File: config.mk
export PLATFORM = sky130hd
export DESIGN_NAME = dpu_pipe_ctrl
export DESIGN_NICKNAME = d
export VERILOG_FILES = /design/src/dpu_pkg.sv /design/src/dpu_pipe_ctrl.sv
export SDC_FILE = /design/constraint.sdc
export NUM_CORES = 1
export LEC_CHECK = 0
export BUFFER_PORTS_ARGS = -buffer_cell sky130_fd_sc_hd__buf_2
export CELL_PAD_IN_SITES_DETAIL_PLACEMENT = 0
export CELL_PAD_IN_SITES_GLOBAL_PLACEMENT = 1
export CORE_AREA = 2 2 39 41
export CTS_CLUSTER_SIZE = 25
export DETAILED_ROUTE_END_ITERATION = 16
export DIE_AREA = 0 0 41 43
export GPL_TIMING_DRIVEN = 0
export PLACE_DENSITY = 0.45
export SKIP_CTS_REPAIR_TIMING = 1
export SYNTH_ARGS = -nofsm -noshare
export SYNTH_HDL_FRONTEND = slang
export SYNTH_SLANG_ARGS = --single-unit
File: constraint.sdc
create_clock -name clk_i -period 1.3 [get_ports clk_i]
set_input_delay 0.26 -clock clk_i [delete_from_list [all_inputs] [get_ports clk_i]]
set_output_delay 0.26 -clock clk_i [all_outputs]
set_load 0.01 [all_outputs]
File: src/dpu_pkg.sv
package dpu_pkg;

  // Field widths.
  localparam int unsigned PIX_W      = 12;
  localparam int unsigned DEPTH_IN_W = 16;
  localparam int unsigned CONF_W     = 8;
  localparam int unsigned CENTER_W   = 20;
  localparam int unsigned INV_W      = 28;
  localparam int unsigned OUT_W      = 32;
  localparam int unsigned Z_W        = 15;
  localparam int unsigned FRAC_W     = 8;

  // Configuration port.
  localparam int unsigned CFG_IDX_W  = 3;
  localparam int unsigned CFG_DATA_W = 28;

  typedef enum logic [CFG_IDX_W-1:0] {
    CFG_MIN_CONF = 3'd0,
    CFG_CENTER_X = 3'd1,
    CFG_CENTER_Y = 3'd2,
    CFG_INV_FX   = 3'd3,
    CFG_INV_FY   = 3'd4
  } cfg_idx_e;

  // Image bound and depth window.
  localparam int unsigned MAX_DIM   = 4096;
  localparam int unsigned DIM_CMP_W = 17;
  localparam int unsigned DEPTH_MIN = 100;
  localparam int unsigned DEPTH_MAX = 10000;

  // A valid depth never needs more than this many bits.
  localparam int unsigned DEPTH_W = 14;

  // Datapath widths: offset * depth, then times the Q4.24 reciprocal.
  localparam int unsigned P1_W  = CENTER_W + DEPTH_W;
  localparam int unsigned P2_W  = P1_W + INV_W;
  localparam int unsigned RND_W = P2_W + 1;
  localparam int unsigned SHR_W = 24;
  localparam int unsigned RES_W = RND_W - SHR_W;

  localparam logic [P2_W-1:0]  ROUND_HALF = P2_W'(64'd1 << (SHR_W - 1));
  localparam logic [OUT_W-1:0] POS_MAX    = 32'h7FFF_FFFF;
  localparam logic [OUT_W-1:0] NEG_MAG    = 32'h8000_0000;

  // Pipeline: front checks, offset*depth, times reciprocal, round/saturate.
  localparam int unsigned NUM_STAGES = 4;

  typedef struct packed {
    logic [NUM_STAGES-1:0] load;
  } stage_en_t;

  typedef struct packed {
    logic [CONF_W-1:0]   min_conf;
    logic [CENTER_W-1:0] center_x;
    logic [CENTER_W-1:0] center_y;
    logic [INV_W-1:0]    inv_fx;
    logic [INV_W-1:0]    inv_fy;
  } cfg_t;

endpackage

File: src/dpu_pipe_ctrl.sv
module dpu_pipe_ctrl (
  input  logic                clk_i,
  input  logic                rst_ni,
  input  logic                in_valid_i,
  output logic                in_ready_o,
  output logic                out_valid_o,
  input  logic                out_ready_i,
  output dpu_pkg::stage_en_t  en_o
);

  logic [dpu_pkg::NUM_STAGES-1:0] valid_d, valid_q;
  logic [dpu_pkg::NUM_STAGES-1:0] rdy;

  // A stage may load when it is empty or its content moves on this cycle.
  always_comb begin
    rdy[dpu_pkg::NUM_STAGES-1] = !valid_q[dpu_pkg::NUM_STAGES-1] || out_ready_i;
    for (int k = dpu_pkg::NUM_STAGES - 2; k >= 0; k--) begin
      rdy[k] = !valid_q[k] || rdy[k+1];
    end
  end

  always_comb begin
    valid_d = valid_q;
    if (rdy[0]) begin
      valid_d[0] = in_valid_i;
    end
    for (int k = 1; k < dpu_pkg::NUM_STAGES; k++) begin
      if (rdy[k]) begin
        valid_d[k] = valid_q[k-1];
      end
    end
  end

  always_ff @(posedge clk_i or negedge rst_ni) begin
    if (!rst_ni) begin
      valid_q <= '0;
    end else begin
      valid_q <= valid_d;
    end
  end

  assign en_o.load   = rdy;
  assign in_ready_o  = rdy[0];
  assign out_valid_o = valid_q[dpu_pkg::NUM_STAGES-1];

endmodule

# Yosys cells after proc, flatten, opt, wreduce, memory -nomap -nowiden
# Index checks and enable logic that the tools add are counted.
# W data, S select, Z words.
# classes
reduce_logical	8
# op_table
operator	count
$logic_not A1 Y1	4
$logic_or A1 B1 Y1	4
# totals
ff_bits	4
in_bits	4
out_inout_bits	6

# Longest topological paths before layout
# logic_depth
word_depth	5
mapped_depth	3
ltp_nobuf	3

# Least setup slack after synthesis
# No wires, ideal clock.
# synth_timing
path_type	flip-flop to output port
start	reg valid_q[3] (netlist bit)
end	out en_o[0] (netlist bit)
arrival_ns	0.941
required_ns	1.040
slack_ns	0.099
stages_incl_launch_ff	4
path_buffers	1
cell_sequence	dfrtp_1 > nor2b_4 > nand4_1 > buf_4
# synth_between
elab_chain_cells	5
# synth_lines
element	line_no	text
from (decl)	dpu_pipe_ctrl.sv:11	logic [dpu_pkg::NUM_STAGES-1:0] valid_d, valid_q;
from (signal assigned)	dpu_pipe_ctrl.sv:38	valid_q <= valid_d;
$logic_not A1 Y1	dpu_pipe_ctrl.sv:16	rdy[dpu_pkg::NUM_STAGES-1] = !valid_q[dpu_pkg::NUM_STAGES-1] || out_ready_i;
$logic_or A1 B1 Y1	dpu_pipe_ctrl.sv:16	
$logic_or A1 B1 Y1 (3 in a row)	dpu_pipe_ctrl.sv:18	rdy[k] = !valid_q[k] || rdy[k+1];
to (decl)	dpu_pipe_ctrl.sv:8	output dpu_pkg::stage_en_t en_o
# No other way between the ends.

==> flow_metrics.env <==
export IMPL_grt_pass1_wl_um=634
export IMPL_worstPathArrival_ns=1.15
export IMPL_num_antenna_cells=0
export IMPL_die_h_um=43
export IMPL_crit_path_top_delay_cell="dfrtp_1"
export IMPL_syn2layout_area_growth_pct=68.1
export IMPL_status="finished with violations"
export IMPL_synth_most_common_cell="dfrtp_1"
export IMPL_met1_usage_pct=6.86
export IMPL_use_met3_pct=3.14
export IMPL_finalWirelength_um=395
export IMPL_grt_pass1_vias=157
export IMPL_min_delay_start="in_valid_i"
export IMPL_dr_pass1_iters=4
export IMPL_fin_area_um2=297
export IMPL_critical_path_max_stage_delay_ns=0.39
export IMPL_synth_seq_cells=4
export IMPL_min_period_ns=1.41
export IMPL_vias=157
export IMPL_use_met2_pct=5.94
export IMPL_min_to="valid_q[0]"
export IMPL_drt_iter0_markers=7
export IMPL_yosysSeqAreaShare_pct=56.7
export IMPL_ir_drop_v=0.000423
export IMPL_fin_cells=44
export IMPL_num_rows=14
export IMPL_start_util_pct=12.7
export IMPL_synth_edf_count=0
export IMPL_port_buffers=9
export IMPL_postRouteAntennaNets=0
export IMPL_tightest_slew_ns=0.146
export IMPL_synth_cell_type_count=9
export IMPL_gp_congestion=0.656
export IMPL_antenna_found_initial=0
export IMPL_top_regs="valid_q x4"
export IMPL_reg2reg_slack_ns=0.27
export IMPL_clock_latency_ns=0.23
export IMPL_avgSynthCellArea_um2=12.6
export IMPL_p_leak_nw=0.138
export IMPL_r2r_start="valid_q[3]"
export IMPL_syn_inst=14
export IMPL_startpoint_type="flop"
export IMPL_synthTopCellsByCount="dfrtp_1 (4), nand2b_1 (3)"
export IMPL_top_register="valid_q"
export IMPL_hold_viol=0
export IMPL_crit_path_start="valid_q[3]"
export IMPL_grt_max_degree=6
export IMPL_p_per_area_mw_per_mm2=1290
export IMPL_vias_per_cell=3.57
export IMPL_path_clk_slew_ns=0.04
export IMPL_worstPathRequired_ns=1.04
export IMPL_netlist_area_um2=176
export IMPL_grt_ovfl_total=0
export IMPL_cts_tree="yes"
export IMPL_clock_sinks=4
export IMPL_maxSlewViolCount=0
export IMPL_synth_top_area_cell="dfrtp_1"
export IMPL_path_class="reg2out"
export IMPL_nets=34
export IMPL_synth_nets=18
export IMPL_clock_skew_ns=0.00252
export IMPL_ys_warn_count=0
export IMPL_die_x_um=41
export IMPL_synth_top_area_share_pct=56.7
export IMPL_endpoint_kind="primary output"
export IMPL_post_route_period_util_pct=108
export IMPL_largest_reg_flops=4
export IMPL_min_path_type="in2reg"
export IMPL_max_freq_ghz=0.709
export IMPL_rr_worst_depth=3
export IMPL_cts_root_buf="clkbuf_4"
export IMPL_fillers=149
export IMPL_wl_per_cell_um=8.98
export IMPL_die_area_mm2=0.00176
export IMPL_cp_max_fo=4
export IMPL_clock_path_buffers=2
export IMPL_drv_cap=0
export IMPL_drc=0
export IMPL_setup_violations=3
export IMPL_worstReg2RegEnd="valid_q[0]"
export IMPL_grt_usage_pct=6.16
export IMPL_drive_gt1_share_pct=57.1
export IMPL_pin_count=10
export IMPL_crit_chain="nor2b_4 > nand4_1 > buf_4 > buf_6"
export IMPL_gr_max_usage_layer="met4"
export IMPL_dpl_cell_count=39
export IMPL_synth_async_reset_ratio_pct=100
export IMPL_fin_util_pct=21.4
export IMPL_violations="setup timing"
export IMPL_ys_flop_type="dfrtp_1"
export IMPL_relSlewSlack_pct=90.3
export IMPL_rsz0062_at_grt="yes"
export IMPL_whs_path_depth=2
export IMPL_worst_path_dominant_cell_family="flip-flops"
export IMPL_setup_slack_ns=-0.110
export IMPL_synth_area_leaders="dfrtp_1 (57%), nand2b_1 (11%), nor2b_4 (7.8%)"
export IMPL_numCtsBuffers=3
export IMPL_core_mm2=0.00138
export IMPL_htree_levels=1
export IMPL_power_mw=0.382
export IMPL_place_area_um2=241
export IMPL_worst_path_buf_inv=2
metrics by stage:
step           hold WS, ns  setup TNS (ns)  worst slack (ns)
2_1_floorplan      -0.0356               0            0.0988
4_1_cts             -0.186          -0.224            -0.169
6_report             0.232          -0.124            -0.110
3_5_place_dp        0.0661               0            0.0868
3_3_place_gp        0.0663               0             0.100
5_1_grt              0.229          -0.352            -0.195
per-layer routing:
layer	share of wire, %	up-vias
li1	-	78
met1	47	70
met2	38	9
met3	14	0
met4	0	0
met5	0	-
worst reg2reg max path, cell delays in order (launching register included):
cell and delay (ns):
dfrtp_1 0.40, nor2b_4 0.14, buf_4 0.13, a41o_1 0.23
layout by cell type, fill, tap and decap left out:
master,Yosys,layout
inv_4,0,1
a41o_1,1,1
nand3b_1,1,1
clkbuf_4,0,3
nor2b_4,1,1
dfrtp_1,4,4
nand2b_1,3,3
dlygate4sd3_1,0,1
nand4b_1,1,1
buf_4,1,2
nand4_1,1,1
buf_2,0,7
buf_6,0,2
cells by family (layout without fill, tap and decap cells):
logic type             after synthesis  in the layout  synth area share (%)
DFF                                  4              4                  56.7
buffers and inverters                2             16                  6.38
and+or+nand+nor                      7              7                  31.2
AOI/OAI and AO/OA                    1              1                  5.67
power by group:
| part | switching (mW) | internal [mW] |
|---|---|---|
| clock | 0.0488 | 0.103 |
| combinational | 0.0354 | 0.0447 |
| sequential | 0.0122 | 0.138 |
worst max-delay path by stage:
stage,cells past startpoint,slack (ns),end
finish,4,-0.11,en_o[0]
global placement,4,0.10,en_o[0]
CTS,4,-0.17,en_o[0]
floorplan,3,0.1,en_o[0]
global route,4,-0.20,en_o[0]
detailed placement,4,0.09,en_o[0]
cell type report:
| cell class | count | area [um^2] | area share [%] |
|---|---|---|---|
| Buffer | 1 | 7.51 | 2.53 |
| Clock buffer | 3 | 22.5 | 7.59 |
| Inverter | 1 | 6.26 | 2.11 |
| Multi-Input combinational cell | 8 | 65.1 | 21.9 |
| Sequential cell | 4 | 100 | 33.8 |
| Tap cell | 16 | 20.0 | 6.75 |
| Timing Repair Buffer | 11 | 75.1 | 25.3 |
Note: power is estimated with default switching activity, not from simulation.
