$ cat src/dpu_pkg.sv
package dpu_pkg;

  // Field widths.
  localparam int unsigned PIX_W      = 12;
  localparam int unsigned DEPTH_IN_W = 16;
  localparam int unsigned CONF_W     = 8;
  localparam int unsigned CENTER_W   = 20;
  localparam int unsigned INV_W      = 28;
  localparam int unsigned OUT_W      = 32;
  localparam int unsigned Z_W        = 15;
  localparam int unsigned FRAC_W     = 8;

  // Configuration port.
  localparam int unsigned CFG_IDX_W  = 3;
  localparam int unsigned CFG_DATA_W = 28;

  typedef enum logic [CFG_IDX_W-1:0] {
    CFG_MIN_CONF = 3'd0,
    CFG_CENTER_X = 3'd1,
    CFG_CENTER_Y = 3'd2,
    CFG_INV_FX   = 3'd3,
    CFG_INV_FY   = 3'd4
  } cfg_idx_e;

  // Image bound and depth window.
  localparam int unsigned MAX_DIM   = 4096;
  localparam int unsigned DIM_CMP_W = 17;
  localparam int unsigned DEPTH_MIN = 100;
  localparam int unsigned DEPTH_MAX = 10000;

  // A valid depth never needs more than this many bits.
  localparam int unsigned DEPTH_W = 14;

  // Datapath widths: offset * depth, then times the Q4.24 reciprocal.
  localparam int unsigned P1_W  = CENTER_W + DEPTH_W;
  localparam int unsigned P2_W  = P1_W + INV_W;
  localparam int unsigned RND_W = P2_W + 1;
  localparam int unsigned SHR_W = 24;
  localparam int unsigned RES_W = RND_W - SHR_W;

  localparam logic [P2_W-1:0]  ROUND_HALF = P2_W'(64'd1 << (SHR_W - 1));
  localparam logic [OUT_W-1:0] POS_MAX    = 32'h7FFF_FFFF;
  localparam logic [OUT_W-1:0] NEG_MAG    = 32'h8000_0000;

  // Pipeline: front checks, offset*depth, times reciprocal, round/saturate.
  localparam int unsigned NUM_STAGES = 4;

  typedef struct packed {
    logic [NUM_STAGES-1:0] load;
  } stage_en_t;

  typedef struct packed {
    logic [CONF_W-1:0]   min_conf;
    logic [CENTER_W-1:0] center_x;
    logic [CENTER_W-1:0] center_y;
    logic [INV_W-1:0]    inv_fx;
    logic [INV_W-1:0]    inv_fy;
  } cfg_t;

endpackage

$ cat src/dpu_axis.sv
module dpu_axis (
  input  logic                              clk_i,
  input  dpu_pkg::stage_en_t                en_i,
  input  logic [dpu_pkg::PIX_W-1:0]         pix_i,
  input  logic [dpu_pkg::DEPTH_W-1:0]       depth_i,
  input  logic                              ok_i,
  input  logic                              flip_i,
  input  logic [dpu_pkg::CENTER_W-1:0]      center_i,
  input  logic [dpu_pkg::INV_W-1:0]         inv_i,
  output logic signed [dpu_pkg::OUT_W-1:0]  value_o,
  output logic                              sat_o
);

  logic [dpu_pkg::CENTER_W-1:0] pq;
  logic [dpu_pkg::CENTER_W-1:0] mag_d, mag_q;
  logic                         minus_d;
  logic                         minus1_q, minus2_q, minus3_q;
  logic [dpu_pkg::DEPTH_W-1:0]  depth_q;
  logic [dpu_pkg::P1_W-1:0]     p1_d, p1_q;
  logic [dpu_pkg::P2_W-1:0]     p2_d, p2_q;
  logic [dpu_pkg::RND_W-1:0]    rnd;
  logic [dpu_pkg::RES_W-1:0]    res;
  logic [dpu_pkg::OUT_W-1:0]    neg_mag;
  logic [dpu_pkg::OUT_W-1:0]    value_d, value_q;
  logic                         sat_d, sat_q;

  // Pixel index in Q.8, then the magnitude and sign of its offset.
  assign pq = {pix_i, dpu_pkg::FRAC_W'(0)};

  // An invalid pixel gets a zero offset, so its coordinate and flag come out zero.
  always_comb begin
    if (pq >= center_i) begin
      mag_d   = pq - center_i;
      minus_d = flip_i;
    end else begin
      mag_d   = center_i - pq;
      minus_d = !flip_i;
    end
    if (!ok_i) begin
      mag_d = '0;
    end
  end

  assign p1_d = dpu_pkg::P1_W'(mag_q) * dpu_pkg::P1_W'(depth_q);
  assign p2_d = dpu_pkg::P2_W'(p1_q) * dpu_pkg::P2_W'(inv_i);

  // Q.32 to Q.8, rounding the magnitude half away from zero.
  assign rnd = dpu_pkg::RND_W'(p2_q) + dpu_pkg::RND_W'(dpu_pkg::ROUND_HALF);
  assign res = rnd[dpu_pkg::RND_W-1:dpu_pkg::SHR_W];

  always_comb begin
    sat_d   = 1'b0;
    neg_mag = '0;
    if (!minus3_q) begin
      if (res > dpu_pkg::RES_W'(dpu_pkg::POS_MAX)) begin
        sat_d   = 1'b1;
        value_d = dpu_pkg::POS_MAX;
      end else begin
        value_d = res[dpu_pkg::OUT_W-1:0];
      end
    end else begin
      if (res > dpu_pkg::RES_W'(dpu_pkg::NEG_MAG)) begin
        sat_d   = 1'b1;
        neg_mag = dpu_pkg::NEG_MAG;
      end else begin
        neg_mag = res[dpu_pkg::OUT_W-1:0];
      end
      value_d = dpu_pkg::OUT_W'(0) - neg_mag;
    end
  end

  always_ff @(posedge clk_i) begin
    if (en_i.load[0]) begin
      mag_q    <= mag_d;
      minus1_q <= minus_d;
      depth_q  <= depth_i;
    end
    if (en_i.load[1]) begin
      p1_q     <= p1_d;
      minus2_q <= minus1_q;
    end
    if (en_i.load[2]) begin
      p2_q     <= p2_d;
      minus3_q <= minus2_q;
    end
    if (en_i.load[3]) begin
      value_q  <= value_d;
      sat_q    <= sat_d;
    end
  end

  assign value_o = value_q;
  assign sat_o   = sat_q;

endmodule

$ cat config.mk
export PLATFORM = sky130hd
export DESIGN_NAME = dpu_axis
export DESIGN_NICKNAME = d
export VERILOG_FILES = /design/src/dpu_pkg.sv /design/src/dpu_axis.sv
export SDC_FILE = /design/constraint.sdc
export NUM_CORES = 2
export LEC_CHECK = 0
export BUFFER_PORTS_ARGS = -buffer_cell sky130_fd_sc_hd__buf_2
export CAP_MARGIN = 0
export CORE_MARGIN = 10
export CORE_UTILIZATION = 58
export CTS_CLUSTER_SIZE = 16
export DETAILED_ROUTE_END_ITERATION = 16
export GPL_TIMING_DRIVEN = 1
export PLACE_DENSITY = 0.82
export SLEW_MARGIN = 5
export SYNTH_ARGS = -nofsm -noshare
export SYNTH_HDL_FRONTEND = slang
export SYNTH_SLANG_ARGS = --single-unit
$ cat constraint.sdc
create_clock -name clk_i -period 19.2 [get_ports clk_i]
set_clock_uncertainty 0.05 [all_clocks]
set_input_delay 1.92 -clock clk_i [delete_from_list [all_inputs] [get_ports clk_i]]
set_output_delay 1.92 -clock clk_i [all_outputs]
set_load 0.05 [all_outputs]
After elaboration in Yosys (flattened, before gate mapping) --
Index checks and enable logic that the tools add are counted.
Word-level totals: register bits after elaboration 166, latch bits 0, bits in writable memories 0, memory bits (read-only) 0, input bits 81, output and inout port bits 33, word-level logic and storage cells 28, memories 0
Cells by class: add/sub/neg operators 4, multiply operators 2, divide/modulo/power cells 0, magnitude comparators 3, equality and inequality tests 0, shift-type cells 0, mux-type cells 9, bitwise logic cells 0, reduce and logical (&&, ||, !) cells 1
Operators with widths (number):
- two-way mux 32 bit | 4
- adder 62 x 24 -> 63 bit, second input constant | 1
- multiplier 34 x 28 -> 62 bit | 1
- subtractor 20 bit | 2
- greater-than comparator 39 x 31 -> 1 bit, second input constant | 1
- greater-than comparator 39 x 32 -> 1 bit, second input constant | 1
- multiplier 20 x 14 -> 34 bit | 1
- subtractor 1 x 32 -> 32 bit, first input constant | 1
- >= comparator 20 bit | 1
- two-way mux 20 bit | 1
- two-way mux 1 bit | 4
- zero test 1 bit | 1

Depth between registers and ports, before layout --
depth after elaboration 6, gate-level depth with buffers 28, depth with buffers taken out 26

Worst setup path before layout --
OpenSTA, ideal clock, no wires.
path kind in2reg, start point input inv_i[4] (netlist bit), end point register p2_q[50] (netlist bit), data pin, setup time 0.195 ns, arrival 8.497 ns, data required time 18.955 ns, setup slack 10.458 ns, stages on the path 25, buffers on the path 1, cells stage by stage clkbuf_1 -> nand2_1 -> fa_1 -> inv_1 -> fa_1 -> fa_1 -> inv_1 -> fa_1 -> inv_1 -> fa_1 -> fa_1 -> inv_1 -> fa_1 -> inv_1 -> ha_1 -> and2_1 -> a221o_1 -> a221oi_1 -> o211ai_1 -> a22o_1 -> o21ai_0 -> a21boi_0 -> o21ai_0 -> or4b_2 -> o311ai_0
On the way: cells in the longest elaborated chain, start to end 1
Ends and longest elaborated chain:
- start, declared | line dpu_axis.sv:9 | input logic [dpu_pkg::INV_W-1:0] inv_i,
- multiplier 34 x 28 -> 62 bit | line dpu_axis.sv:45 | assign p2_d = dpu_pkg::P2_W'(p1_q) * dpu_pkg::P2_W'(inv_i);
- via p2_d, one bit | line dpu_axis.sv:20 | logic [dpu_pkg::P2_W-1:0] p2_d, p2_q;
- end signal, assigned | line dpu_axis.sv:83 | p2_q <= p2_d;
- end, declared | line dpu_axis.sv:20
The timed path passes the listed nets, and every way through them passes these cells. A chain may end at the register's enable or synchronous reset.

Final worst setup path --
start point input inv_i[19] (netlist bit), end point register p2_q[50] (netlist bit), data pin
Same word-level chain as after synthesis.

==> flow_summary.json <==
{
  "drv_slew": 0,
  "slowest_stage": "buf_2",
  "end_kind": "flop",
  "synth_edf_count": 143,
  "syn_nets": 6558,
  "grt_pass1_vias": 37760,
  "min_path_type": "reg2reg",
  "synth_area_per_cell_um2": 9.166,
  "critical_path_peak_fanout": 34,
  "clock-root-buffer": "clkbuf_16",
  "clkTransAtPathRegs_ns": 0.08,
  "synth_flop_cell": "edfxtp_1",
  "synth-seq-cells": 143,
  "fmax_ghz": 0.1057,
  "status": "finished clean",
  "cpMostUsedCell": "fa_1",
  "grt_antenna_before_repair": 3,
  "cp_cell_sequence": "buf_2, nand2_1, fa_1, inv_1, fa_1, inv_1, fa_1, inv_1, fa_1, fa_1, fa_1, fa_1, ha_1, and3_1, a221o_1, a21oi_1, o21ai_0, a22o_1, o21ai_0, a21boi_0, o21ai_0, or4b_2, o311ai_0",
  "cap_violations": 0,
  "io_pins": 114,
  "htreeDepth": 4,
  "grt_max_degree": 41,
  "drt_iter0_markers": 2875,
  "critPathArrivalTime_ns": 9.71,
  "core_area_um2": 80160,
  "vias": 34730,
  "die_height_um": 303.9,
  "crit_path_start_kind": "input port",
  "period_minus_slack_ns": 9.464,
  "grt_use_total_pct": 26.31,
  "clk_path_buf_depth": 2,
  "dieWidth_um": 303.9,
  "clock-sinks": 143,
  "grt-ovfl-total": 0,
  "synthArstFlopShare_pct": 0,
  "drtAntennaViolNets": 0,
  "cts_tree": "yes",
  "fin_nets": 6463,
  "syn_to_final_growth_pct": 3.684,
  "dieArea_um2": 92340,
  "drt-vias-per-instance": 5.715,
  "drive_above_1_share_pct": 4.206,
  "yosysWarnings": 0,
  "dr.pass1.iters": 7,
  "num_rows": 104,
  "finalHoldViolations": 0,
  "num_antenna_cells": 0,
  "start_util_pct": 58.31,
  "ys_seq_area_share_pct": 9.187,
  "finalCritPeriodShare_pct": 49.29,
  "clkLatencyLatePin_ns": 0.49,
  "ctsResizeCount": 0,
  "slowest_delay_ns": 0.74,
  "synth_area_um2": 46740,
  "fill_cells": 6669,
  "fin_hold_ws_ns": 0.4912,
  "postCtsHoldBufs": 0,
  "synthCells": 5099,
  "ys_types": 86,
  "drcViolationCount": 0,
  "crit_required_ns": 19.45,
  "cts_made_buffers": 17,
  "gp_congestion": 0.9348,
  "dp_hpwl_um": 90420,
  "path_class": "in2reg",
  "setup_tns_ns": 0,
  "grt_setup_unrepaired": "false",
  "slew-limit-headroom_pct": 13.09,
  "post-cts-setup-buffers": 0,
  "wirelength_um": 120000,
  "grt_pass1_wl_um": 195400,
  "wl_per_cell_um": 19.74,
  "setup_viol": 0,
  "worstMarginPinSlew_ns": 1.304,
  "portBuffers": 113
}
==> path summary, 6_finish.rpt <==
check	from	end	slack, ns	cells after the start
worst max-delay path	inv_i[19]	p2_q[50]	9.74	23
worst max register to register	p1_q[15]	p2_q[50]	10.69	24
worst min-delay path	minus1_q	minus2_q	0.49	0
worst min register to register	minus1_q	minus2_q	0.49	0
==> stage by stage <==
stage / setup slack, ns / cells / cell area, um^2 / utilization, %
finish: 9.736 / 6077 / 48460 / 60.46
global route: 9.384 / 6077 / 48460 / 60.46
CTS: 9.850 / 6077 / 48460 / 60.46
detailed placement: 9.323 / 6045 / 47880 / 59.73
global placement: 9.455 / 6045 / 47880 / 59.73
floorplan: 10.46 / 5099 / 46740 / -
==> worst max-delay path: cells and delay by family <==
kind | cells | cell delay (ns)
simple gates | 3 | 1.06
compound gates | 8 | 1.82
fa+ha+maj | 8 | 3.97
buf+inv | 4 | 0.90
==> sequential cells by signal (all words and copies together), names as in the netlist <==
register / flops
p1_q: 34
minus3_q: 1
p2_q: 39
minus1_q: 1
depth_q: 14
sat_o: 1
value_o: 32
mag_q: 20
minus2_q: 1
==> final cells by class <==
type	instances	area (um^2)	share of cell area (%)
Timing Repair Buffer	156	888.4	1.833
Sequential cell	143	4294	8.861
Clock inverter	15	158.9	0.3279
Tap cell	1060	1326	2.737
Inverter	1157	4343	8.962
Clock buffer	17	425.4	0.8778
Multi-Input combinational cell	3529	37030	76.40
==> placed cells by master, fill, tap and decap left out, types with 12 or more instances in the layout <==
| master | synthesis | final |
|---|---|---|
| a21o_1 | 53 | 53 |
| a21oi_1 | 117 | 117 |
| a22oi_1 | 12 | 12 |
| a31oi_1 | 21 | 21 |
| and2_1 | 617 | 617 |
| and3_1 | 28 | 28 |
| buf_2 | 5 | 113 |
| buf_4 | 3 | 43 |
| clkbuf_16 | 0 | 17 |
| edfxtp_1 | 143 | 143 |
| fa_1 | 1043 | 1043 |
| ha_1 | 335 | 335 |
| inv_1 | 1157 | 1157 |
| nand2_1 | 711 | 711 |
| nand2b_1 | 12 | 12 |
| nand3_1 | 54 | 54 |
| nand4_1 | 23 | 23 |
| nor2_1 | 84 | 84 |
| nor3_1 | 32 | 32 |
| o211ai_1 | 13 | 13 |
| o21ai_0 | 56 | 56 |
| o21bai_1 | 24 | 24 |
| o31ai_1 | 14 | 14 |
| or3_1 | 18 | 18 |
| xnor2_1 | 59 | 59 |
| xor2_1 | 44 | 44 |
==> cell usage after synthesis (5+ instances only) <==
| master | n | area, um^2 |
|---|---|---|
| nand4_1 | 23 | 143.9 |
| xnor2_1 | 59 | 516.8 |
| o31ai_1 | 14 | 105.1 |
| xor2_1 | 44 | 385.4 |
| a221oi_1 | 5 | 43.79 |
| a21oi_1 | 117 | 585.6 |
| a21o_1 | 53 | 397.9 |
| nand2b_1 | 12 | 75.07 |
| buf_2 | 5 | 25.02 |
| nand3b_1 | 5 | 37.54 |
| fa_1 | 1043 | 20880 |
| a22oi_1 | 12 | 90.09 |
| ha_1 | 335 | 4192 |
| o311ai_0 | 6 | 52.55 |
| nor2b_1 | 8 | 50.05 |
| edfxtp_1 | 143 | 4294 |
| a211oi_1 | 8 | 60.06 |
| clkbuf_1 | 253 | 949.7 |
| nor3_1 | 32 | 160.2 |
| nand2_1 | 711 | 2669 |
| and3_1 | 28 | 175.2 |
| and2_1 | 617 | 3860 |
| and4_1 | 7 | 61.31 |
| o21ai_0 | 56 | 280.3 |
| o21a_1 | 10 | 75.07 |
| a211o_1 | 7 | 61.31 |
| o211ai_1 | 13 | 97.59 |
| or3_1 | 18 | 112.6 |
| a31oi_1 | 21 | 131.4 |
| nor4_1 | 8 | 50.05 |
| nor2_1 | 84 | 315.3 |
| nand3_1 | 54 | 270.3 |
| buf_6 | 6 | 67.56 |
| a21boi_0 | 6 | 45.04 |
| nor3b_1 | 6 | 45.04 |
| o21bai_1 | 24 | 180.2 |
| inv_1 | 1157 | 4343 |
==> kinds of logic after synthesis <==
logic type | count (synthesis) | share of synthesized area, %
and+or+nand+nor | 1638 | 17.70
buffers and inverters | 1427 | 11.60
adders and majority gates | 1378 | 53.64
AOI/OAI and AO/OA | 406 | 5.809
DFF | 143 | 9.187
xor gates and xnor gates | 105 | 2.024
muxes | 2 | 0.04551
==> per-layer routing <==
metal	vias up	wire, um	track usage [%]
met5	-	31	0
met3	357	12270	5.868
li1	15070	-	-
met1	17440	44560	32.61
met2	1856	57270	43.49
met4	4	5835	12.16
Power is not shown: default switching activity piles up to over one toggle a cycle in this logic, so the estimate is an artifact.
