===== src/dpu_pkg.sv =====
package dpu_pkg;

  // Field widths.
  localparam int unsigned PIX_W      = 12;
  localparam int unsigned DEPTH_IN_W = 16;
  localparam int unsigned CONF_W     = 8;
  localparam int unsigned CENTER_W   = 20;
  localparam int unsigned INV_W      = 28;
  localparam int unsigned OUT_W      = 32;
  localparam int unsigned Z_W        = 15;
  localparam int unsigned FRAC_W     = 8;

  // Configuration port.
  localparam int unsigned CFG_IDX_W  = 3;
  localparam int unsigned CFG_DATA_W = 28;

  typedef enum logic [CFG_IDX_W-1:0] {
    CFG_MIN_CONF = 3'd0,
    CFG_CENTER_X = 3'd1,
    CFG_CENTER_Y = 3'd2,
    CFG_INV_FX   = 3'd3,
    CFG_INV_FY   = 3'd4
  } cfg_idx_e;

  // Image bound and depth window.
  localparam int unsigned MAX_DIM   = 4096;
  localparam int unsigned DIM_CMP_W = 17;
  localparam int unsigned DEPTH_MIN = 100;
  localparam int unsigned DEPTH_MAX = 10000;

  // A valid depth never needs more than this many bits.
  localparam int unsigned DEPTH_W = 14;

  // Datapath widths: offset * depth, then times the Q4.24 reciprocal.
  localparam int unsigned P1_W  = CENTER_W + DEPTH_W;
  localparam int unsigned P2_W  = P1_W + INV_W;
  localparam int unsigned RND_W = P2_W + 1;
  localparam int unsigned SHR_W = 24;
  localparam int unsigned RES_W = RND_W - SHR_W;

  localparam logic [P2_W-1:0]  ROUND_HALF = P2_W'(64'd1 << (SHR_W - 1));
  localparam logic [OUT_W-1:0] POS_MAX    = 32'h7FFF_FFFF;
  localparam logic [OUT_W-1:0] NEG_MAG    = 32'h8000_0000;

  // Pipeline: front checks, offset*depth, times reciprocal, round/saturate.
  localparam int unsigned NUM_STAGES = 4;

  typedef struct packed {
    logic [NUM_STAGES-1:0] load;
  } stage_en_t;

  typedef struct packed {
    logic [CONF_W-1:0]   min_conf;
    logic [CENTER_W-1:0] center_x;
    logic [CENTER_W-1:0] center_y;
    logic [INV_W-1:0]    inv_fx;
    logic [INV_W-1:0]    inv_fy;
  } cfg_t;

endpackage


===== src/dpu_cfg_regs.sv =====
module dpu_cfg_regs (
  input  logic                             clk_i,
  input  logic                             rst_ni,
  input  logic                             cfg_we_i,
  input  logic [dpu_pkg::CFG_IDX_W-1:0]    cfg_idx_i,
  input  logic [dpu_pkg::CFG_DATA_W-1:0]   cfg_wdata_i,
  output dpu_pkg::cfg_t                    cfg_o
);

  dpu_pkg::cfg_t cfg_d, cfg_q;

  always_comb begin
    cfg_d = cfg_q;
    if (cfg_we_i) begin
      unique case (cfg_idx_i)
        dpu_pkg::CFG_MIN_CONF: cfg_d.min_conf = cfg_wdata_i[dpu_pkg::CONF_W-1:0];
        dpu_pkg::CFG_CENTER_X: cfg_d.center_x = cfg_wdata_i[dpu_pkg::CENTER_W-1:0];
        dpu_pkg::CFG_CENTER_Y: cfg_d.center_y = cfg_wdata_i[dpu_pkg::CENTER_W-1:0];
        dpu_pkg::CFG_INV_FX:   cfg_d.inv_fx   = cfg_wdata_i[dpu_pkg::INV_W-1:0];
        dpu_pkg::CFG_INV_FY:   cfg_d.inv_fy   = cfg_wdata_i[dpu_pkg::INV_W-1:0];
        default: ;
      endcase
    end
  end

  always_ff @(posedge clk_i or negedge rst_ni) begin
    if (!rst_ni) begin
      cfg_q <= '0;
    end else begin
      cfg_q <= cfg_d;
    end
  end

  assign cfg_o = cfg_q;

endmodule


===== config.mk =====
export PLATFORM = sky130hd
export DESIGN_NAME = dpu_cfg_regs
export DESIGN_NICKNAME = d
export VERILOG_FILES = /design/src/dpu_pkg.sv /design/src/dpu_cfg_regs.sv
export SDC_FILE = /design/constraint.sdc
export NUM_CORES = 1
export LEC_CHECK = 0
export ABC_AREA = 1
export ABC_CLOCK_PERIOD_IN_PS = 1030
export BUFFER_PORTS_ARGS = -buffer_cell sky130_fd_sc_hd__clkbuf_2
export CORE_MARGIN = 4
export CORE_UTILIZATION = 25
export CTS_CLUSTER_SIZE = 16
export DETAILED_ROUTE_END_ITERATION = 8
export GPL_TIMING_DRIVEN = 0
export PLACE_DENSITY = 0.55
export SETUP_SLACK_MARGIN = 0.3
export SLEW_MARGIN = 20
export SYNTH_ARGS = -nofsm -noshare
export SYNTH_HDL_FRONTEND = slang
export SYNTH_SLANG_ARGS = --single-unit
export TNS_END_PERCENT = 1

===== constraint.sdc =====
create_clock -name clk_i -period 1.03 [get_ports clk_i]
set_input_delay 0.103 -clock clk_i [delete_from_list [all_inputs] [get_ports clk_i]]
set_output_delay 0.103 -clock clk_i [all_outputs]
set_load 0.005 [all_outputs]

After elaboration in Yosys (flattened, before gate mapping)
Cells that the tools add are included.

storage, ports and cells
  bits in registers = 104
  bits of input ports = 34
  output and inout bits = 104

cells by class
  equal/unequal tests = 4
  reductions and logical operators = 6

operator list
  kind                                                                   count
  2-bit AND reduction                                                    5
  3-bit by 2-bit equality test with 1-bit output, second input constant  2
  3-bit by 1-bit equality test with 1-bit output, second input constant  1
  3-bit equality test, second input constant                             1
  3-bit zero test                                                        1

Logic depth before layout (Yosys ltp)
Gate-level depths: netlist (run 1).

  depth in word-level cells = 2
  depth in mapped cells = 6
  gate-level depth less buffers = 5

Least setup slack after synthesis (run 1)
OpenSTA, ideal clock, no wires.

  path kind = input -> register
  start = input port cfg_idx_i[0] in the netlist's numbering
  end = register cfg_q, in the netlist cfg_o[102]
  data arrival time = 704 ps
  stages = 5
  data required time = 965 ps
  setup slack = 261 ps
  path through = nor2_1 -> buf_4 -> buf_4 -> nand3_1 -> nand2_1

between the ends
  longest elaborated chain between the ends = 2

ends and longest elaborated chain
  element                               line                text
  start, declared                       dpu_cfg_regs.sv:5   input logic [dpu_pkg::CFG_IDX_W-1:0] cfg_idx_i,
  3-bit zero test                       dpu_cfg_regs.sv:15  unique case (cfg_idx_i)
  2-bit AND reduction (no source line)  --
  end signal, assigned                  dpu_cfg_regs.sv:30  cfg_q <= cfg_d;
  end, declared                         dpu_cfg_regs.sv:10  dpu_pkg::cfg_t cfg_d, cfg_q;

Every way passes these cells.
A chain may end at the register's enable or synchronous reset.

Worst setup path after layout (run 1)
  start = register cfg_q, in the netlist cfg_o[58]
  end = output port cfg_o[58] in the netlist's numbering

RTL lines
  element        line               text
  end, declared  dpu_cfg_regs.sv:7  output dpu_pkg::cfg_t cfg_o

No word-level cell between the ends.

==> metrics.md, run 1 <==
| Metric | Value |
|---|---|
| CTS tree | done |
| Clk buf depth | 2 |
| Area share of the largest cell type after synthesis | 0.632 |
| Logic pwr share | 0.190 |
| Max incr delay on CP | 0.40 ns |
| Vias in the first global route | around 3.5k |
| Initial core utilization | 0.258 |
| CTS sink cnt | approximately 100 |
| Routed vias | approximately 3.6k |
| Internal power | roughly 7.8 mW |
| Least-Margin Pin Slew | roughly 0.44 ns |
| R2R setup slack | between 0.2 and 0.3 ns |
| Minimum clock period | roughly 0.98 ns |
| Synth Area in Compound Gates | 0 |
| Clk_lat worst skew | about 0.35 ns |
| Drt first pass iters | 4 |
| Adder-cell share of the synthesized area | 0 |
| CP Buf/Inv Count | 1 |
| H-tree levels | 3 |
| Number of max-cap violations | 0 |
| Largest family of logic cells by synthesized area | simple AND/OR/NAND/NOR gates |
| Slowest cell on the critical path | dfrtp_1 |
| Mux cell area share after synthesis | 0 |
| Largest net degree at the start of global routing | 56 |
| Initial antenna violation count | 1 |
| Final ANT Viol Nets | 0 |
| Failing checks | negative hold slack |
| Clk pin slew, worst setup/hold paths | ~0.070 ns |
| Hold Path Class | in2async |
| Post-synthesis simple-gate area fraction | 0.325 |
| Hold Buf Count CTS | 9 |
| Worst VDD drop | roughly 0.00074 V |
| Slew HR | 0.708 |
| Most frequent cells in the layout | nand2_1, clkbuf_2, dfrtp_1 |
| Gr usage total | 0.145 |
| Register area share after synthesis | 0.632 |
| Root buf cell | clkbuf_16 |
| Final hold vios | between 40 and 50 |
| RSZ-0062 raised after global routing | yes |
| Data arrival, critical path | 0.87 ns |
| Final TNS setup | 0 ns |
| CP max FO | 2 |
| Drt wl/cell | about 15 um |
| Max Fclk | approximately 1.0 GHz |
| Final core occ | 0.346 |
| Max Transition Viols Final | 0 |
| Final Wtd Congestion | between 0.7 and 0.8 |
| Most common cell after layout, fill and taps aside | nand2_1 |
| Syn Area/Cell | 8.94 um2 |
| CP Class | reg2out |
| Psw | 3.14 mW |
| Syn Inst Count | 461 |
| Status | finished with violations |
| Largest register FFs | 104 |
| I/O Pins | between 100 and 150 |
| WP data required | between 0.9 and 1 ns |
| Worst path cell trace | buf_6 |
| Final hold slack | -0.304 ns |
| Die W | roughly 140 um |
| Via density | between 4 and 5 |
| Final setup fails | 0 |
| GR Overflow Total | 0 |
| Die Y | 136 um |
| First-pass GRT wire length | slightly above 20000 um |
| Residual DRC | 0 |
| Area growth, synth to finish | 34.2% |
| # nets final | ~650 |
| Static Leak | ~3.1 nW |
| Share of power burned in registers | 0.486 |
| Core Region | between 15000 and 20000 um2 |
| Clk pwr share | 0.324 |
| Die area | between 15000 and 20000 um2 |
| Setup Skew | 0 ns |
| #FFs+latches synth | approximately 100 |
| Post-synthesis cell area | between 4000 and 5000 um2 |
| Final WL | approximately 13000 um |
| CP top delay family | flip-flops |
| Antenna Cells | 0 |
| PortBufs | around 140 |
| Post-Syn Nets | slightly below 500 |
| Initial DRC count | between 100 and 150 |
| Cts bufs inserted | 9 |
| Hpwl dp | just over 9000 um |
| Distinct cells, synth | 12 |
| Worst Setup End Kind | output pin |
| PwrDens | roughly 2000 nW/um2 |
| Switch share | 0.288 |
| Critical path startpoint category | flip-flop |
| Layout cells sized above 1 | 0.298 |
| Post-synthesis xor/xnor area fraction | 0 |
| Tcrit/Tclk final | 0.948 |
| YS warnings | 0 |
| Top post-synthesis cells by area | dfrtp_1, nand2_1, nand3_1 |
| Site Rows | 46 |
| Yosys top cell by area | dfrtp_1 |
[power groups by stage]
stage | logic (mW) | clock network [mW] | registers (mW)
2_1_floorplan | 0.744 | 0 | 5.38
3_3_place_gp | 2.04 | 0 | 5.37
3_5_place_dp | 2.09 | 0 | 5.36
4_1_cts | 2.11 | 3.62 | 5.30
5_1_grt | 2.38 | 3.80 | 5.39
6_report | 2.07 | 3.53 | 5.30
[worst reg2reg max path: cells and delay by family, from the launching register on]
| family | cells | cell delay [ns] |
|---|---|---|
| DFF | 1 | 0.40 |
| buffers and inverters | 1 | 0.14 |
| and+or+nand+nor | 2 | 0.09 |
[metrics by stage]
step	area, um2	std cells	worst slack (ns)	power (mW)
floorplan	4140	461	0.270	6.12
global placement	5090	814	-1.72	7.41
detailed placement	5130	815	-0.0726	7.45
CTS	5520	840	0.0252	11.0
global route	5530	841	0.00466	11.6
finish	5530	841	0.0533	10.9
[final timing paths]
kind	startpoint	end	cells after the start
worst max-delay path	cfg_o[58]	cfg_o[58]	1
worst min-delay path	rst_ni	cfg_o[100]	1
worst max register to register	cfg_o[70]	cfg_o[70]	3
worst min register to register	cfg_o[72]	cfg_o[72]	2
max in group asynchronous	rst_ni	cfg_o[25]	2
min in group clk_i	cfg_wdata_i[10]	cfg_o[38]	3
[cells by family (layout without fill, tap and decap cells)]
logic type | after synthesis | in the layout
buf+inv | 32 | 196
flops | 104 | 104
simple gates | 325 | 325
[metal layers]
layer	GRT usage	up-vias	routed length [um]
met4	0.0538	2	260
met5	0	-	12
li1	-	1771	-
met1	0.200	1683	5970
met2	0.218	97	5840
met3	0.0426	17	853
[layout make-up]
type	instances	area [um2]
Fill cell	1713	10500
Sequential cell	104	2600
Multi-Input combinational cell	325	1350
Timing Repair Buffer	148	826
Tap cell	216	270
Clock buffer	12	246
Buffer	26	165
Clock inverter	4	51.3
Inverter	6	22.5
[what timing repair did]
item / CTS / global route
setup endpoints to repair: 104 / 171
endpoints found under the hold margin: 64 / 49
buffers inserted: 0 / 1
gates resized for setup: 0 / 2
gates cloned: 0 / 0
[synth_stat cells (all sizes together)]
| master | instances |
|---|---|
| nand3 | 76 |
| clkbuf | 3 |
| dfrtp | 104 |
| buf | 23 |
| inv | 6 |
| nand2 | 244 |
| nor2 | 5 |
(Power assumes the default switching activity.)
==> inputs of run 2 (changes only) <==
SETUP_SLACK_MARGIN = not set   (was 0.3)
==> run 2 against run 1 <==
The flow now finishes without violations. Combinational power barely moved. Total power rose by 2.8%. Utilization increased by 0.094 points. Fmax rose by 1.0%. Wire length shrank 0.25%. Sequential share of layout area shrank 0.13 points. Sequential power barely moved. Final area up 0.27%. Largest power group unchanged. Highest routed layer unchanged.
==> metrics.md, run 2 (synthesis results as in run 1) <==
| Metric | Value |
|---|---|
| Clk buf depth | 2 |
| Total power | 11.2 mW |
| Clk pwr share | 0.345 |
| Worst path cell trace | clkbuf_2 |
| Root buf cell | clkbuf_16 |
| Internal power | just over 8 mW |
| Layout cells sized above 1 | 0.293 |
| Vias in the first global route | approximately 3.5k |
| Area growth, synth to finish | 34.6% |
| CP Launch Point | cfg_o[82] |
| Minimum clock period | about 0.97 ns |
| Hpwl dp | between 9000 and 10000 um |
| Clk pin slew, worst setup/hold paths | 0.07 ns |
| Residual DRC | 0 |
| Die area | roughly 19000 um2 |
| Worst r2r src | cfg_o[73] |
| Final WL | between 10000 and 15000 um |
| Psw | around 3.1 mW |
| Critical path startpoint category | flip-flop |
| Data arrival, critical path | 0.86 ns |
| CP Buf/Inv Count | 1 |
| Final hold slack | approximately 0.016 ns |
| Slowest cell on the critical path | dfrtp_1 |
| CTS tree | done |
| Clk_lat worst skew | 0.34 ns |
| Core Region | 16000 um2 |
| Static Leak | 3.15 nW |
| Final setup fails | 0 |
| CTS sink cnt | about 100 |
| Tcrit/Tclk final | 0.939 |
| Switch share | 0.275 |
| Number of max-cap violations | 0 |
| I/O Pins | approximately 140 |
| GR Overflow Total | 0 |
| RSZ-0062 raised after global routing | no |
| Drt wl/cell | about 15 um |
| # nets final | roughly 650 |
| Via density | 4.20 |
| CP max FO | 2 |
| Die W | around 140 um |
| Logic pwr share | 0.183 |
| Status | complete, no violations |
| Initial antenna violation count | 1 |
| PortBufs | roughly 140 |
| Slew HR | 0.658 |
| Most frequent cells in the layout | nand2_1, clkbuf_2, dfrtp_1 |
| Initial DRC count | approximately 200 |
| Setup Skew | 0 ns |
| Hold path start | cfg_wdata_i[8] |
| Drt first pass iters | 4 |
| Final core occ | 0.346 |
| Largest net degree at the start of global routing | 54 |
| H-tree levels | 3 |
| Worst VDD drop | ~0.00093 V |
| CP Class | reg2out |
| Die Y | about 140 um |
| First-pass GRT wire length | 20400 um |
| Max Fclk | ~1.0 GHz |
| Least-Margin Pin Slew | slightly above 0.5 ns |
| Initial core utilization | 0.258 |
| Fillers | 1739 |
| Antenna Cells | 0 |
| Final Wtd Congestion | slightly below 0.8 |
| Final hold vios | 0 |
| CP top delay family | flip-flops |
| Final ANT Viol Nets | 0 |
| Worst Setup End Kind | output pin |
| PwrDens | roughly 2000 nW/um2 |
| Max incr delay on CP | 0.40 ns |
| WP data required | a little over 0.9 ns |
| Routed vias | ~3.5k |
| Gr usage total | 0.144 |
| Largest register FFs | between 100 and 150 |
| Share of power burned in registers | 0.472 |
| Site Rows | 46 |
| Most common cell after layout, fill and taps aside | nand2_1 |
| Max Transition Viols Final | 0 |
| Final TNS setup | 0 ns |
| Cts bufs inserted | 9 |
| Hold Path Class | in2reg |
| # Post-CTS Setup Buffers | 0 |
run 2: worst min-delay path, delay by kind of cell:
kind	cells	cell delay (ns)
and+or+nand+nor	2	0.11
buffers and inverters	1	0.12
run 2: stage by stage:
| step | cells | setup slack (ns) | area [um2] |
|---|---|---|---|
| after floorplan | 461 | 0.261 | 4120 |
| after global placement | 814 | -1.69 | 5080 |
| after detailed placement | 815 | -0.168 | 5110 |
| after CTS | 840 | 0.0389 | 5540 |
| after global routing | 840 | 0.0215 | 5540 |
| final | 840 | 0.0630 | 5540 |
run 2: cell type report:
class | instances | area [um2] | area share
sequential | 104 | 2600 | 0.469
multi-input combinational | 325 | 1340 | 0.241
inverter | 6 | 22.5 | 0.00406
clock buffer | 12 | 267 | 0.0481
clock inverter | 4 | 73.8 | 0.0133
timing repair buffer | 147 | 813 | 0.147
buffer | 26 | 158 | 0.0284
tap | 216 | 270 | 0.0487
run 2: path summary, 6_finish.rpt:
kind	end	slack, ns	cells after the start
min reg2reg	cfg_o[18]	0.47	2
max	cfg_o[82]	0.06	1
min in group asynchronous	cfg_o[40]	0.26	2
max reg2reg	cfg_o[73]	0.40	2
min	cfg_o[36]	0.02	3
max in group asynchronous	cfg_o[3]	0.17	3
run 2: metal layers:
metal / up-vias / share of wire / global-route usage
met3: 9 / 0.071 / 0.0459
met1: 1652 / 0.45 / 0.197
met4: 2 / 0.0074 / 0.0286
li1: 1760 / - / -
met2: 108 / 0.47 / 0.224
met5: - / 0.00093 / 0
run 2: repair_timing:
item,in CTS,in global routing
hold endpoints to repair,66,0
endpoints found under the setup margin,0,13
hold buffers,9,0
resized for setup,0,1
run 2: power by group through the flow:
stage	Combinational (mW)	Clock, mW	Sequential [mW]
detailed placement	2.10	0	5.35
finish	2.05	3.86	5.29
floorplan	0.738	0	5.38
CTS	2.12	3.97	5.29
global route	2.36	4.17	5.38
global placement	2.05	0	5.36
==> inputs of run 3 (changes only) <==
==> constraint.sdc (replaced) <==
create_clock -name clk_i -period 1.03 [get_ports clk_i]
set_input_delay 0.103 -clock clk_i [delete_from_list [all_inputs] [get_ports clk_i]]
set_output_delay 0.103 -clock clk_i [all_outputs]
set_load 0.1 [all_outputs]
==> run 3 against run 2 <==
The flow now finishes with violations (negative setup slack). Critical path depth did not move. Sequential cell count did not move. Utilization increased by 11 points. Largest cell class is now buffers. Final area rose by 32%. Largest power group is now combinational cells. Via count grew 3.6%.
==> metrics.md, run 3 (synthesis results as in run 1) <==
| Metric | Value |
|---|---|
| Status | finished with violations |
| Failing checks | negative setup slack |
| Internal power | roughly 10 mW |
| WP data required | slightly above 0.9 ns |
| Max Fclk | roughly 0.91 GHz |
| Drt first pass iters | 4 |
| Final ANT Viol Nets | 0 |
| Largest register FFs | 104 |
| # nets final | 655 |
| GR Overflow Total | 0 |
| PortBufs | 137 |
| Worst VDD drop | roughly 0.0013 V |
| Core Region | between 15000 and 20000 um2 |
| Final hold vios | 0 |
| Cts bufs inserted | 9 |
| First-pass GRT wire length | around 22000 um |
| Tcrit/Tclk final | 1.07 |
| Static Leak | approximately 3.7 nW |
| CP top delay family | flip-flops |
| Area growth, synth to finish | 77.3% |
| Multi-input gate area | around 1300 um2 |
| Clk_lat worst skew | 0.34 ns |
| Most common cell after layout, fill and taps aside | nand2_1 |
| Die Y | about 140 um |
| Post-route setup slack | -0.0702 ns |
| Clk pin slew, worst setup/hold paths | about 0.080 ns |
| Placed Cells | about 820 |
| Max Transition Viols Final | 0 |
| Post-Layout Cell Count | approximately 840 |
| Met1 Usage GRT | 0.189 |
| Die W | about 140 um |
| Root buf cell | clkbuf_16 |
| Initial antenna violation count | 0 |
| Grt met3 use | 0.0548 |
| Vias in the first global route | roughly 3.7k |
| Number of max-cap violations | 0 |
| Setup Skew | 0 ns |
| H-tree levels | 3 |
| CTS sink cnt | 104 |
| CP max FO | 2 |
| CP Buf/Inv Count | 1 |
| Initial DRC count | around 170 |
| Data arrival, critical path | 1.00 ns |
| GR Util met2 | 0.264 |
| Slowest cell on the critical path | dfrtp_1 |
| Least-Margin Pin Slew | ~0.50 ns |
| RSZ-0062 raised after global routing | yes |
| Via density | around 4.3 |
| Critical path startpoint category | flip-flop |
| Psw | between 9 and 10 mW |
| Largest net degree at the start of global routing | slightly below 90 |
| Worst path cell trace | clkbuf_16 |
| Residual DRC | 0 |
| CP Class | reg2out |
| Antenna Cells | 0 |
| Final setup fails | around 100 |
| GRT busiest layer | met2 |
| Drt wl/cell | about 17 um |
| Max incr delay on CP | 0.42 ns |
| CTS tree | done |
| Switch share | 0.482 |
| Final WL | between 10000 and 15000 um |
| PwrDens | roughly 2700 nW/um2 |
| Final Wtd Congestion | roughly 0.76 |
| Most frequent cells in the layout | nand2_1, dfrtp_1, nand3_1 |
| Register area | 2600 um2 |
| Minimum clock period | around 1.1 ns |
| Logic pwr share | 0.537 |
| Hold Path Class | in2reg |
| Site Rows | 46 |
| I/O Pins | approximately 140 |
| Routed vias | 3658 |
| Final TNS setup | -3.34 ns |
| Fillers | between 1.5k and 2k |
| Slew HR | 0.664 |
| Clk pwr share | 0.170 |
| Layout cells sized above 1 | 0.297 |
| Worst Setup End Kind | output pin |
| Gr usage total | 0.155 |
| Hpwl dp | 9160 um |
| Initial core utilization | 0.258 |
| Share of power burned in registers | 0.293 |
| Clk buf depth | 2 |
| Die area | 18600 um2 |
==> run 3: changes by cell type in the layout (fill, tap and decap cells not counted) <==
cell / change
dfrtp_1: -1
buf_12: +55
bufinv_16: -2
buf_4: +2
clkbuf_2: -104
clkbuf_8: -2
buf_8: -1
clkinvlp_4: +3
clkbuf_16: +49
dfrtp_2: +1
inv_6: +2
==> run 3: per-stage QoR <==
stage	setup WS, ns	hold WS [ns]	cell area, um2	utilization	power, mW
floorplan	-0.126	-0.193	4120	-	11.7
global placement	-1.90	0.323	5080	0.317	13.1
detailed placement	-0.157	-0.0330	5110	0.320	13.1
CTS	-0.0941	0.00131	6950	0.434	18.8
global route	-0.109	0.0100	7300	0.457	20.2
finish	-0.0702	0.0288	7300	0.457	19.5
==> run 3: final timing paths <==
| kind | start | endpoint | slack, ns | cells past startpoint |
|---|---|---|---|---|
| max | cfg_o[36] | cfg_o[36] | -0.07 | 1 |
| min | cfg_wdata_i[9] | cfg_o[37] | 0.03 | 3 |
| max reg2reg | cfg_o[85] | cfg_o[85] | 0.26 | 3 |
| min reg2reg | cfg_o[26] | cfg_o[26] | 0.52 | 2 |
| max in group asynchronous | rst_ni | cfg_o[28] | 0.16 | 3 |
| min in group asynchronous | rst_ni | cfg_o[10] | 0.17 | 2 |
==> run 3: power by group through the flow <==
stage	clock network, mW	registers, mW	logic, mW
after global placement	0	5.39	7.70
after CTS	3.41	5.54	9.81
after detailed placement	0	5.38	7.76
after global routing	3.58	5.81	10.8
after floorplan	0	11.0	0.742
final	3.31	5.71	10.5
==> run 3: what timing repair did <==
item / in CTS / in global routing
pin swaps: 0 / 0
endpoints found under the setup margin: 104 / 104
buffers inserted: 0 / 2
hold endpoints to repair: 120 / 0
hold buffers: 9 / 0
gates resized for setup: 257 / 110
==> run 3: area by class of cell <==
type	count	share of cell area
sequential	104	0.356
inverter	6	0.00308
multi-input combinational	325	0.183
clock buffer	9	0.0308
clock inverter	7	0.00737
buffer	26	0.0216
timing repair buffer	149	0.361
tap	216	0.0370
==> run 3: worst register-to-register path: cells and delay by family, from the launching register on <==
family,cells,cell delay [ns]
flops,1,0.42
simple gates,2,0.10
buf+inv,1,0.15
==> run 3: routing by layer <==
| layer | routed length (um) | up-vias | share of wire |
|---|---|---|---|
| met2 | 7150 | 120 | 0.50 |
| met4 | 186 | 0 | 0.013 |
| met1 | 5810 | 1750 | 0.41 |
| met3 | 1040 | 12 | 0.073 |
| li1 | - | 1776 | - |
| met5 | 0 | - | 0 |
